--- config.mk ---
export PLATFORM = sky130hd
export DESIGN_NAME = xoroshiro128ss_generator_top_flat
export DESIGN_NICKNAME = d
export VERILOG_FILES = /design/src/hdl/xsg_pkg.sv /design/src/hdl/xsg_if.sv /design/src/hdl/xsg_front.sv /design/src/hdl/xsg_queue.sv /design/src/hdl/xsg_mix.sv /design/src/hdl/xsg_back.sv /design/src/hdl/xoroshiro128ss_generator_top.sv /design/src/flat_wrapper.sv
export SDC_FILE = /design/constraint.sdc
export NUM_CORES = 2
export LEC_CHECK = 0
export BUFFER_PORTS_ARGS = -buffer_cell sky130_fd_sc_hd__buf_2
export CAP_MARGIN = 40
export CORE_MARGIN = 4
export CORE_UTILIZATION = 50
export DETAILED_ROUTE_END_ITERATION = 10
export PLACE_DENSITY = 0.78
export SKIP_CTS_REPAIR_TIMING = 1
export SYNTH_ARGS = -nofsm -noshare
export SYNTH_HDL_FRONTEND = slang
export SYNTH_HIERARCHICAL = 1
export SYNTH_SLANG_ARGS = --single-unit
export TNS_END_PERCENT = 20
--- constraint.sdc ---
create_clock -name clk -period 22.1 [get_ports clk]
set_input_delay 4.42 -clock clk [delete_from_list [all_inputs] [get_ports clk]]
set_output_delay 4.42 -clock clk [all_outputs]
set_load 0.01 [all_outputs]
--- src/hdl/xsg_pkg.sv ---
// ----------------------------------------------------------------------------
// xsg_pkg
// Shared types, constants and helpers for the xoroshiro128** generator.
// ----------------------------------------------------------------------------
`timescale 1ns / 1ps

package xsg_pkg;

    localparam int WORD_W  = 64;
    localparam int MODE_W  = 2;
    localparam int FOLD_W  = 32;
    localparam int NNEG_W  = 63;
    localparam int FRAC_W  = 52;
    localparam int SHIFT_W = 6;
    localparam int OP_W    = 2;

    // input mode codes
    localparam logic [MODE_W-1:0] MODE_SEED  = 2'd0;
    localparam logic [MODE_W-1:0] MODE_DRAW  = 2'd1;
    localparam logic [MODE_W-1:0] MODE_RANGE = 2'd2;

    // command codes passed from front to back
    localparam logic [OP_W-1:0] OP_SEED  = 2'd0;
    localparam logic [OP_W-1:0] OP_DRAW  = 2'd1;
    localparam logic [OP_W-1:0] OP_RANGE = 2'd2;
    localparam logic [OP_W-1:0] OP_LOW   = 2'd3;

    localparam logic [WORD_W-1:0] GOLDEN_STEP     = 64'h9E37_79B9_7F4A_7C15;
    localparam logic [WORD_W-1:0] GOLDEN_STEP_TWO = 64'h3C6E_F372_FE94_F82A;
    localparam logic [WORD_W-1:0] MIX_MUL_ONE     = 64'hBF58_476D_1CE4_E5B9;
    localparam logic [WORD_W-1:0] MIX_MUL_TWO     = 64'h94D0_49BB_1331_11EB;

    // splitmix64 outputs of seed zero
    localparam logic [WORD_W-1:0] SEED_ZERO_A = 64'hE220_A839_7B1D_CDAF;
    localparam logic [WORD_W-1:0] SEED_ZERO_B = 64'h6E78_9E6A_A1B9_65F4;

    typedef struct packed {
        logic [OP_W-1:0]    op;
        logic [WORD_W-1:0]  data;   // seed or low bound
        logic [WORD_W-1:0]  span;
        logic [SHIFT_W-1:0] shift;
    } xsg_cmd_t;

    // leading zero count, byte-wise then across bytes
    function automatic logic [SHIFT_W-1:0] lead_zeros(input logic [WORD_W-1:0] v);
        logic [7:0] nz;
        logic [2:0] bz [8];
        logic [2:0] hi_pos;
        logic [2:0] sel;
        for (int i = 0; i < 8; i++)
        begin
            nz[i]  = |v[8*i +: 8];
            hi_pos = '0;
            for (int j = 0; j < 8; j++)
            begin
                if (v[8*i+j])
                begin
                    hi_pos = 3'(j);
                end
            end
            bz[i] = 3'd7 - hi_pos;
        end
        sel = '0;
        for (int i = 0; i < 8; i++)
        begin
            if (nz[i])
            begin
                sel = 3'(i);
            end
        end
        return {3'd7 - sel, bz[sel]};
    endfunction

endpackage

--- src/hdl/xsg_if.sv ---
// ----------------------------------------------------------------------------
// xsg_if
// Request and result channels of the generator, valid/ready handshake.
// ----------------------------------------------------------------------------
`timescale 1ns / 1ps

interface xsg_req_if import xsg_pkg::*; ();
    logic              valid;
    logic              ready;
    logic [MODE_W-1:0] mode;
    logic [WORD_W-1:0] seed_value;
    logic [WORD_W-1:0] range_low;
    logic [WORD_W-1:0] range_high;

    modport source (output valid, mode, seed_value, range_low, range_high, input ready);
    modport sink (input valid, mode, seed_value, range_low, range_high, output ready);
endinterface

interface xsg_rsp_if import xsg_pkg::*; ();
    logic              valid;
    logic              ready;
    logic [WORD_W-1:0] word;
    logic [FOLD_W-1:0] fold32;
    logic [NNEG_W-1:0] nonneg63;
    logic              coin;
    logic [FRAC_W-1:0] fraction52;

    modport source (output valid, word, fold32, nonneg63, coin, fraction52, input ready);
    modport sink (input valid, word, fold32, nonneg63, coin, fraction52, output ready);
endinterface

--- src/hdl/xsg_front.sv ---
// ----------------------------------------------------------------------------
// xsg_front
// Takes request items, decodes mode, computes range span and shift.
// ----------------------------------------------------------------------------
`timescale 1ns / 1ps

module xsg_front import xsg_pkg::*;
(
    input  logic     clk,
    input  logic     rst_n,
    xsg_req_if.sink  req,
    output logic     push_valid,
    input  logic     push_ready,
    output xsg_cmd_t push_data
);

    logic              s1_valid_reg;
    logic              s1_valid_next;
    logic [OP_W-1:0]   s1_op_reg;
    logic [OP_W-1:0]   s1_op_next;
    logic [WORD_W-1:0] s1_data_reg;
    logic [WORD_W-1:0] s1_data_next;
    logic [WORD_W-1:0] s1_span_reg;
    logic [WORD_W-1:0] s1_span_next;

    logic              accept;
    logic              leave;
    logic              keep;
    logic [WORD_W:0]   diff;
    logic              empty;

    assign leave     = s1_valid_reg && push_ready;
    assign req.ready = !s1_valid_reg || push_ready;
    assign accept    = req.valid && req.ready;

    assign diff  = {1'b0, req.range_high} - {1'b0, req.range_low};
    assign empty = diff[WORD_W] || (diff[WORD_W-1:0] == '0);

    always_comb
    begin
        keep       = 1'b1;
        s1_op_next = OP_DRAW;
        unique case (req.mode)
            MODE_SEED:  s1_op_next = OP_SEED;
            MODE_DRAW:  s1_op_next = OP_DRAW;
            MODE_RANGE: s1_op_next = empty ? OP_LOW : OP_RANGE;
            default:    keep = 1'b0;   // unused mode is dropped
        endcase
        s1_data_next = (req.mode == MODE_SEED) ? req.seed_value : req.range_low;
        s1_span_next = diff[WORD_W-1:0];

        s1_valid_next = s1_valid_reg;
        if (accept)
        begin
            s1_valid_next = keep;
        end
        else if (leave)
        begin
            s1_valid_next = 1'b0;
        end
    end

    always_ff @(posedge clk or negedge rst_n)
    begin
        if (!rst_n)
        begin
            s1_valid_reg <= 1'b0;
        end
        else
        begin
            s1_valid_reg <= s1_valid_next;
        end
    end

    always_ff @(posedge clk)
    begin
        if (accept)
        begin
            s1_op_reg   <= s1_op_next;
            s1_data_reg <= s1_data_next;
            s1_span_reg <= s1_span_next;
        end
    end

    assign push_valid      = s1_valid_reg;
    assign push_data.op    = s1_op_reg;
    assign push_data.data  = s1_data_reg;
    assign push_data.span  = s1_span_reg;
    assign push_data.shift = lead_zeros(s1_span_reg);

endmodule

--- src/hdl/xsg_queue.sv ---
// ----------------------------------------------------------------------------
// xsg_queue
// Small command FIFO between the front and the back.
// ----------------------------------------------------------------------------
`timescale 1ns / 1ps

module xsg_queue import xsg_pkg::*;
#(
    parameter int DEPTH = 2
)
(
    input  logic     clk,
    input  logic     rst_n,
    input  logic     push_valid,
    output logic     push_ready,
    input  xsg_cmd_t push_data,
    output logic     pop_valid,
    input  logic     pop_ready,
    output xsg_cmd_t pop_data
);

    localparam int PW = $clog2(DEPTH);
    localparam int CW = $clog2(DEPTH + 1);

    xsg_cmd_t        mem [DEPTH];
    logic [PW-1:0]   wr_ptr_reg;
    logic [PW-1:0]   wr_ptr_next;
    logic [PW-1:0]   rd_ptr_reg;
    logic [PW-1:0]   rd_ptr_next;
    logic [CW-1:0]   count_reg;
    logic [CW-1:0]   count_next;
    logic            do_push;
    logic            do_pop;

    assign push_ready = (count_reg != CW'(DEPTH));
    assign pop_valid  = (count_reg != '0);
    assign pop_data   = mem[rd_ptr_reg];
    assign do_push    = push_valid && push_ready;
    assign do_pop     = pop_valid && pop_ready;

    always_comb
    begin
        wr_ptr_next = wr_ptr_reg;
        rd_ptr_next = rd_ptr_reg;
        if (do_push)
        begin
            wr_ptr_next = (wr_ptr_reg == PW'(DEPTH - 1)) ? '0 : wr_ptr_reg + 1'b1;
        end
        if (do_pop)
        begin
            rd_ptr_next = (rd_ptr_reg == PW'(DEPTH - 1)) ? '0 : rd_ptr_reg + 1'b1;
        end
        unique case ({do_push, do_pop})
            2'b10:   count_next = count_reg + 1'b1;
            2'b01:   count_next = count_reg - 1'b1;
            default: count_next = count_reg;
        endcase
    end

    always_ff @(posedge clk or negedge rst_n)
    begin
        if (!rst_n)
        begin
            wr_ptr_reg <= '0;
            rd_ptr_reg <= '0;
            count_reg  <= '0;
        end
        else
        begin
            wr_ptr_reg <= wr_ptr_next;
            rd_ptr_reg <= rd_ptr_next;
            count_reg  <= count_next;
        end
    end

    always_ff @(posedge clk)
    begin
        if (do_push)
        begin
            mem[wr_ptr_reg] <= push_data;
        end
    end

endmodule

--- src/hdl/xsg_mix.sv ---
// ----------------------------------------------------------------------------
// xsg_mix
// splitmix64 finalizer on one shared 32x32 multiplier, eight steps.
// ----------------------------------------------------------------------------
`timescale 1ns / 1ps

module xsg_mix import xsg_pkg::*;
(
    input  logic              clk,
    input  logic              rst_n,
    input  logic              start,
    input  logic [WORD_W-1:0] x,
    output logic              done,
    output logic [WORD_W-1:0] z
);

    logic              busy_reg;
    logic              phase_reg;
    logic [1:0]        step_reg;
    logic              done_reg;
    logic [WORD_W-1:0] x_reg;
    logic [WORD_W-1:0] prod_reg;

    logic [WORD_W-1:0] mul_const;
    logic [31:0]       a_op;
    logic [31:0]       b_op;
    logic [WORD_W-1:0] pp;

    assign mul_const = phase_reg ? MIX_MUL_TWO : MIX_MUL_ONE;

    // low 64 bits of x * C from three partial products
    always_comb
    begin
        unique case (step_reg)
            2'd0:
            begin
                a_op = x_reg[31:0];
                b_op = mul_const[31:0];
            end
            2'd1:
            begin
                a_op = x_reg[63:32];
                b_op = mul_const[31:0];
            end
            2'd2:
            begin
                a_op = x_reg[31:0];
                b_op = mul_const[63:32];
            end
            default:
            begin
                a_op = '0;
                b_op = '0;
            end
        endcase
    end

    assign pp = 64'(a_op) * 64'(b_op);

    always_ff @(posedge clk or negedge rst_n)
    begin
        if (!rst_n)
        begin
            busy_reg  <= 1'b0;
            phase_reg <= 1'b0;
            step_reg  <= '0;
            done_reg  <= 1'b0;
        end
        else
        begin
            done_reg <= busy_reg && !start && (step_reg == 2'd3) && phase_reg;
            if (start)
            begin
                busy_reg  <= 1'b1;
                phase_reg <= 1'b0;
                step_reg  <= '0;
            end
            else if (busy_reg)
            begin
                step_reg <= step_reg + 1'b1;
                if (step_reg == 2'd3)
                begin
                    if (phase_reg)
                    begin
                        busy_reg <= 1'b0;
                    end
                    phase_reg <= 1'b1;
                end
            end
        end
    end

    always_ff @(posedge clk)
    begin
        if (start)
        begin
            x_reg <= x ^ (x >> 30);
        end
        else if (busy_reg)
        begin
            unique case (step_reg)
                2'd0:
                begin
                    prod_reg <= pp;
                end
                2'd1, 2'd2:
                begin
                    prod_reg[63:32] <= prod_reg[63:32] + pp[31:0];
                end
                default:
                begin
                    if (!phase_reg)
                    begin
                        x_reg <= prod_reg ^ (prod_reg >> 27);
                    end
                end
            endcase
        end
    end

    assign done = done_reg;
    assign z    = prod_reg ^ (prod_reg >> 31);

endmodule

--- src/hdl/xsg_back.sv ---
// ----------------------------------------------------------------------------
// xsg_back
// Generator state, reseed sequencing, draws with rejection, result register.
// ----------------------------------------------------------------------------
`timescale 1ns / 1ps

module xsg_back import xsg_pkg::*;
(
    input  logic      clk,
    input  logic      rst_n,
    input  logic      pop_valid,
    output logic      pop_ready,
    input  xsg_cmd_t  pop_data,
    xsg_rsp_if.source rsp
);

    localparam logic [2:0] ST_IDLE   = 3'd0;
    localparam logic [2:0] ST_SEED_A = 3'd1;
    localparam logic [2:0] ST_SEED_B = 3'd2;
    localparam logic [2:0] ST_STEP   = 3'd3;
    localparam logic [2:0] ST_CHECK  = 3'd4;
    localparam logic [2:0] ST_EMIT   = 3'd5;

    logic [2:0]         state_reg;
    logic [2:0]         state_next;
    logic [WORD_W-1:0]  word_a_reg;
    logic [WORD_W-1:0]  word_a_next;
    logic [WORD_W-1:0]  word_b_reg;
    logic [WORD_W-1:0]  word_b_next;
    logic [OP_W-1:0]    cmd_op_reg;
    logic [OP_W-1:0]    cmd_op_next;
    logic [WORD_W-1:0]  cmd_data_reg;
    logic [WORD_W-1:0]  cmd_data_next;
    logic [WORD_W-1:0]  cmd_span_reg;
    logic [WORD_W-1:0]  cmd_span_next;
    logic [SHIFT_W-1:0] cmd_shift_reg;
    logic [SHIFT_W-1:0] cmd_shift_next;
    logic [WORD_W-1:0]  p_reg;
    logic [WORD_W-1:0]  p_next;
    logic [WORD_W-1:0]  val_reg;
    logic [WORD_W-1:0]  val_next;

    logic               out_valid_reg;
    logic               out_valid_next;
    logic [WORD_W-1:0]  out_word_reg;
    logic [WORD_W-1:0]  out_word_next;
    logic [FOLD_W-1:0]  out_fold_reg;
    logic [FOLD_W-1:0]  out_fold_next;
    logic [NNEG_W-1:0]  out_nneg_reg;
    logic [NNEG_W-1:0]  out_nneg_next;
    logic               out_coin_reg;
    logic               out_coin_next;
    logic [FRAC_W-1:0]  out_frac_reg;
    logic [FRAC_W-1:0]  out_frac_next;

    logic               mix_start;
    logic [WORD_W-1:0]  mix_x;
    logic               mix_done;
    logic [WORD_W-1:0]  mix_z;

    logic               slot_free;
    logic [WORD_W-1:0]  a5;
    logic [WORD_W-1:0]  t;
    logic [WORD_W-1:0]  raw;
    logic [WORD_W-1:0]  shifted;

    xsg_mix u_mix
    (
        .clk   (clk),
        .rst_n (rst_n),
        .start (mix_start),
        .x     (mix_x),
        .done  (mix_done),
        .z     (mix_z)
    );

    assign slot_free = !out_valid_reg || rsp.ready;
    assign a5        = word_a_reg + (word_a_reg << 2);
    assign t         = word_a_reg ^ word_b_reg;
    assign raw       = p_reg + (p_reg << 3);
    assign shifted   = raw >> cmd_shift_reg;

    always_comb
    begin
        state_next     = state_reg;
        word_a_next    = word_a_reg;
        word_b_next    = word_b_reg;
        cmd_op_next    = cmd_op_reg;
        cmd_data_next  = cmd_data_reg;
        cmd_span_next  = cmd_span_reg;
        cmd_shift_next = cmd_shift_reg;
        p_next         = p_reg;
        val_next       = val_reg;
        out_valid_next = out_valid_reg && !rsp.ready;
        out_word_next  = out_word_reg;
        out_fold_next  = out_fold_reg;
        out_nneg_next  = out_nneg_reg;
        out_coin_next  = out_coin_reg;
        out_frac_next  = out_frac_reg;
        pop_ready      = 1'b0;
        mix_start      = 1'b0;
        mix_x          = cmd_data_reg + GOLDEN_STEP_TWO;

        unique case (state_reg)
            ST_IDLE:
            begin
                pop_ready = 1'b1;
                if (pop_valid)
                begin
                    cmd_op_next    = pop_data.op;
                    cmd_data_next  = pop_data.data;
                    cmd_span_next  = pop_data.span;
                    cmd_shift_next = pop_data.shift;
                    unique case (pop_data.op)
                        OP_SEED:
                        begin
                            mix_start  = 1'b1;
                            mix_x      = pop_data.data + GOLDEN_STEP;
                            state_next = ST_SEED_A;
                        end
                        OP_DRAW, OP_RANGE:
                        begin
                            state_next = ST_STEP;
                        end
                        default:
                        begin
                            // empty range: low bound, state untouched
                            val_next   = '0;
                            state_next = ST_EMIT;
                        end
                    endcase
                end
            end
            ST_SEED_A:
            begin
                if (mix_done)
                begin
                    word_a_next = mix_z;
                    mix_start   = 1'b1;
                    state_next  = ST_SEED_B;
                end
            end
            ST_SEED_B:
            begin
                if (mix_done)
                begin
                    word_b_next = mix_z;
                    state_next  = ST_IDLE;
                end
            end
            ST_STEP:
            begin
                p_next      = {a5[56:0], a5[63:57]};
                word_a_next = {word_a_reg[39:0], word_a_reg[63:40]} ^ t ^ (t << 16);
                word_b_next = {t[26:0], t[63:27]};
                state_next  = ST_CHECK;
            end
            ST_CHECK:
            begin
                if (cmd_op_reg == OP_DRAW)
                begin
                    val_next   = raw;
                    state_next = ST_EMIT;
                end
                else if (shifted <= cmd_span_reg)
                begin
                    val_next   = shifted;
                    state_next = ST_EMIT;
                end
                else
                begin
                    state_next = ST_STEP;   // rejected, draw again
                end
            end
            ST_EMIT:
            begin
                if (slot_free)
                begin
                    out_valid_next = 1'b1;
                    if (cmd_op_reg == OP_DRAW)
                    begin
                        out_word_next = val_reg;
                        out_fold_next = val_reg[63:32] ^ val_reg[31:0];
                        out_nneg_next = val_reg[62:0];
                        out_coin_next = val_reg[0];
                        out_frac_next = val_reg[51:0];
                    end
                    else
                    begin
                        out_word_next = cmd_data_reg + val_reg;
                        out_fold_next = '0;
                        out_nneg_next = '0;
                        out_coin_next = 1'b0;
                        out_frac_next = '0;
                    end
                    state_next = ST_IDLE;
                end
            end
            default:
            begin
                state_next = ST_IDLE;
            end
        endcase
    end

    always_ff @(posedge clk or negedge rst_n)
    begin
        if (!rst_n)
        begin
            state_reg     <= ST_IDLE;
            word_a_reg    <= SEED_ZERO_A;
            word_b_reg    <= SEED_ZERO_B;
            out_valid_reg <= 1'b0;
        end
        else
        begin
            state_reg     <= state_next;
            word_a_reg    <= word_a_next;
            word_b_reg    <= word_b_next;
            out_valid_reg <= out_valid_next;
        end
    end

    always_ff @(posedge clk)
    begin
        cmd_op_reg    <= cmd_op_next;
        cmd_data_reg  <= cmd_data_next;
        cmd_span_reg  <= cmd_span_next;
        cmd_shift_reg <= cmd_shift_next;
        p_reg         <= p_next;
        val_reg       <= val_next;
        out_word_reg  <= out_word_next;
        out_fold_reg  <= out_fold_next;
        out_nneg_reg  <= out_nneg_next;
        out_coin_reg  <= out_coin_next;
        out_frac_reg  <= out_frac_next;
    end

    assign rsp.valid      = out_valid_reg;
    assign rsp.word       = out_word_reg;
    assign rsp.fold32     = out_fold_reg;
    assign rsp.nonneg63   = out_nneg_reg;
    assign rsp.coin       = out_coin_reg;
    assign rsp.fraction52 = out_frac_reg;

endmodule

--- src/hdl/xoroshiro128ss_generator_top.sv ---
// ----------------------------------------------------------------------------
// xoroshiro128ss_generator_top
// Flow: an item passes the front register and the queue; for a draw the back
// unit runs IDLE, STEP, CHECK, EMIT, waiting in EMIT while the output is held,
// and repeats STEP, CHECK per rejected range value; it takes commands only in
// IDLE. A reseed runs two splitmix passes on one shared 32x32 multiplier.
// Reset: queue and output empty, state holds the splitmix outputs of seed 0.
// ----------------------------------------------------------------------------
`timescale 1ns / 1ps

module xoroshiro128ss_generator_top import xsg_pkg::*;
#(
    parameter int QUEUE_DEPTH = 2
)
(
    input  logic      clk,
    input  logic      rst_n,
    xsg_req_if.sink   req,
    xsg_rsp_if.source rsp
);

    logic     push_valid;
    logic     push_ready;
    xsg_cmd_t push_data;
    logic     pop_valid;
    logic     pop_ready;
    xsg_cmd_t pop_data;

    xsg_front u_front
    (
        .clk        (clk),
        .rst_n      (rst_n),
        .req        (req),
        .push_valid (push_valid),
        .push_ready (push_ready),
        .push_data  (push_data)
    );

    xsg_queue #(
        .DEPTH (QUEUE_DEPTH)
    ) u_queue
    (
        .clk        (clk),
        .rst_n      (rst_n),
        .push_valid (push_valid),
        .push_ready (push_ready),
        .push_data  (push_data),
        .pop_valid  (pop_valid),
        .pop_ready  (pop_ready),
        .pop_data   (pop_data)
    );

    xsg_back u_back
    (
        .clk       (clk),
        .rst_n     (rst_n),
        .pop_valid (pop_valid),
        .pop_ready (pop_ready),
        .pop_data  (pop_data),
        .rsp       (rsp)
    );

endmodule

--- src/flat_wrapper.sv ---
// flat-port wrapper written by rule: the top's interface ports become plain ports
module xoroshiro128ss_generator_top_flat import xsg_pkg::*;
#(
    parameter int QUEUE_DEPTH = 2
)
  (clk, rst_n, req_valid, req_mode, req_seed_value, req_range_low, req_range_high, req_ready, rsp_valid, rsp_word, rsp_fold32, rsp_nonneg63, rsp_coin, rsp_fraction52, rsp_ready);
  xsg_req_if req_i ();
  xsg_rsp_if rsp_i ();
  input  logic clk;
  input  logic rst_n;
  input wire logic [$bits(req_i.valid)-1:0] req_valid;
  input wire logic [$bits(req_i.mode)-1:0] req_mode;
  input wire logic [$bits(req_i.seed_value)-1:0] req_seed_value;
  input wire logic [$bits(req_i.range_low)-1:0] req_range_low;
  input wire logic [$bits(req_i.range_high)-1:0] req_range_high;
  output wire logic [$bits(req_i.ready)-1:0] req_ready;
  output wire logic [$bits(rsp_i.valid)-1:0] rsp_valid;
  output wire logic [$bits(rsp_i.word)-1:0] rsp_word;
  output wire logic [$bits(rsp_i.fold32)-1:0] rsp_fold32;
  output wire logic [$bits(rsp_i.nonneg63)-1:0] rsp_nonneg63;
  output wire logic [$bits(rsp_i.coin)-1:0] rsp_coin;
  output wire logic [$bits(rsp_i.fraction52)-1:0] rsp_fraction52;
  input wire logic [$bits(rsp_i.ready)-1:0] rsp_ready;
  assign req_i.valid = req_valid;
  assign req_i.mode = req_mode;
  assign req_i.seed_value = req_seed_value;
  assign req_i.range_low = req_range_low;
  assign req_i.range_high = req_range_high;
  assign req_ready = req_i.ready;
  assign rsp_valid = rsp_i.valid;
  assign rsp_word = rsp_i.word;
  assign rsp_fold32 = rsp_i.fold32;
  assign rsp_nonneg63 = rsp_i.nonneg63;
  assign rsp_coin = rsp_i.coin;
  assign rsp_fraction52 = rsp_i.fraction52;
  assign rsp_i.ready = rsp_ready;
  xoroshiro128ss_generator_top #(.QUEUE_DEPTH(QUEUE_DEPTH)) u_core (.clk(clk), .rst_n(rst_n), .req(req_i), .rsp(rsp_i));
endmodule
==> impl_metrics.csv <==
group,metric,value,unit
detailed_routing,via_count,85100,
synthesis,yosys.area.top_type,"edfxtp_1",
min_path,whs_path_depth,0,
die,dieArea,212000,sq um
synthesis,synth_seq_cells,1095,
worst_setup_path,cp-start-kind,"register",
clock_network,clock-sinks,1095,
detailed_routing,ant_nets,0,
global_routing,grt_usage,0.398,
synthesis,seq_area_frac_synth,0.315,
synthesis,synth.top_cell.area_share,0.280,
sta,fmax,82.2,MHz
job,max_cap_viol_count,0,
min_path,min_path_type,"register to register",
finish,regMostFlops,"u_core/u_queue/mem",
clock_network,cts_max_path_buffers,3,
synthesis,syn_area,102000,sq um
finish,fin_area,111000,sq um
detailed_routing,drc,0,
sta,skew,0.0988,ns
synthesis,async_flop_share,0.130,
global_routing,grtUsageMet1,0.520,
status,outcome,"finished clean",
synthesis,ys.warnings.count,6,
die,start_util,0.505,
clock_network,cts.htree.levels,3,
worst_setup_path,crit_type,"register to register",
worst_setup_path,cp_top_family,"adder cells",
clock_network,clk_pin_slew,0.06,ns
sta,maxSlewHeadroom,0.243,
worst_setup_path,cp_max_fo,32,
clock_network,tritoncts,"done",
sta,grt_setup_unrepaired,"false",
worst_setup_path,critical_path_arrival,12.63,ns
finish,drive_gt1_frac,0.109,
sta,setup_viol,0,
synthesis,synth.most_common_cell,"inv_1",
sta,report.final.slew_viol_count,0,
finish,fin_util,0.545,
sta,hold_violations,0,
synthesis,syn_inst,10400,
sta,tightest_slew,1.12,ns
die,num_rows,165,
min_path,min-delay-start,"u_core/u_front/s1_op_reg[1]",
sta,layout_min_cycle_time,12.17,ns
placement,io_buffers,411,
clock_network,clk-insertion-delay-late,0.81,ns
detailed_routing,via_per_inst,6.36,
worst_setup_path,path_buf_inv,7,
worst_setup_path,worstRegToRegCells,39,
worst_setup_path,end_kind,"register",
synthesis,yosys-top-cells-area,"edfxtp_1 28%, fa_1 16%, ha_1 8.4%",
clock_network,cts-root-buf,"clkbuf_16",
synthesis,avgSynthCellArea,9.81,sq um
finish,largest_register_ffs,272,
worst_setup_path,r2r-start,"u_core/u_back/u_mix/step_reg[1]",
sta,layout_worst_path_cycle_share,0.551,
finish,nNetsFinal,12300,
detailed_routing,drtIter0Drc,11300,
worst_setup_path,crit_path_start,"u_core/u_back/u_mix/step_reg[1]",
finish,layout-area-overhead-vs-synth,8.08,%
worst_setup_path,path_depth,39,
global_routing,grt_pass1_wl,605000,um
sta,fin_tns_setup,0,ns
global_routing,grtUsageMet2,0.600,
die,core_area,203000,sq um
clock_network,cts_buffers,118,
die,io_pins,412,
die,die_x,460,um
placement,dp_hpwl,351000,um
placement,place_area,107000,sq um
global_routing,grt_overflow,0,
global_routing,grt_max_degree,110,
detailed_routing,wl_per_cell,32.0,um
worst_setup_path,max_stage_delay,0.74,ns
synthesis,synth_ff_type,"edfxtp_1",
global_routing,grtUsageMet3,0.0934,
global_routing,grt_most_used_layer,"met2",
worst_setup_path,required,22.56,ns
synthesis,yosys-top-cells-count,"1205 x inv_1, 953 x edfxtp_1, 953 x nor2_1",
synthesis,synth_edf_count,953,
sta,hold_slack,0.434,ns
synthesis,syn_nets,12100,
detailed_routing,first_pass_iters,8,
synthesis,ys_types,121,
global_routing,grt_pass1_vias,83700,
detailed_routing,drt-total-wl,428000,um
global_routing,antenna_found_initial,26,
die,fp.dieH,460,um
worst_setup_path,crit_slowest_cell,"clkinv_1",
placement,gp_congestion,1.09,
## layer usage
layer	vias up	part of all wire
met5	-	0.00017
met4	12	0.076
met3	1135	0.11
met2	5391	0.43
met1	42100	0.38
li1	36400	-
## layout make-up
type                            count  area, sq um
Fill cell                       18000        92200
Timing Repair Buffer              542         3300
Multi-Input combinational cell   7615        63200
Clock inverter                     77          731
Tap cell                         2672         3340
Sequential cell                  1095        32300
Inverter                         1212         4550
Antenna cell                       13         32.5
Clock buffer                      146         3180
## cells in the final DEF, fill, tap and decap left out, drive strengths merged, types with 26 or more instances in the layout
| cell | instances |
|---|---|
| a2111oi | 26 |
| a211oi | 82 |
| a21o | 315 |
| a21oi | 668 |
| a31oi | 56 |
| and2 | 118 |
| and3 | 68 |
| buf | 542 |
| clkbuf | 146 |
| clkinv | 56 |
| dfrtp | 74 |
| dfstp | 68 |
| edfxtp | 953 |
| fa | 827 |
| ha | 684 |
| inv | 1221 |
| mux2 | 196 |
| mux2i | 155 |
| nand2 | 797 |
| nand2b | 72 |
| nand3 | 170 |
| nand4 | 118 |
| nor2 | 955 |
| nor2b | 36 |
| nor3 | 150 |
| nor4 | 45 |
| o211a | 63 |
| o211ai | 47 |
| o21a | 92 |
| o21ai | 511 |
| o21bai | 96 |
| o221ai | 29 |
| o22ai | 27 |
| o31ai | 30 |
| or2 | 44 |
| or3 | 52 |
| xnor2 | 429 |
| xor2 | 290 |
## kinds of logic (layout without fill, tap and decap cells)
group	count (synthesis)	after routing	share of synthesized area
other	0	13	0
DFF	1095	1095	0.315
AOI/OAI and AO/OA	2318	2318	0.148
buffers and inverters	1716	1977	0.0685
and+or+nand+nor	2700	2700	0.121
xor gates and xnor gates	719	719	0.0616
adders and majority gates	1511	1511	0.246
muxes	367	367	0.0403
## final timing paths
check	end	slack, ns
setup / recovery	u_core/u_back/u_mix/prod_reg[63]	9.93
hold / removal	u_core/u_queue/mem[0][135]	0.43
setup reg to reg	u_core/u_back/u_mix/prod_reg[63]	9.93
hold reg to reg	u_core/u_queue/mem[0][135]	0.43
max in group asynchronous	u_core/u_back/word_b_reg[36]	17.02
min in group asynchronous	u_core/u_back/rsp.valid	3.51
## stage by stage
step | setup slack, ns | std cells
2_1_floorplan | 9.85 | 10400
3_3_place_gp | 10.17 | 13100
3_5_place_dp | 10.0 | 13100
4_1_cts | 9.96 | 13400
5_1_grt | 9.18 | 13400
6_report | 9.93 | 13400
Power is left out: the tool's default activity adds up to more than one toggle a clock period on the data nets, which glitch-free logic cannot reach.
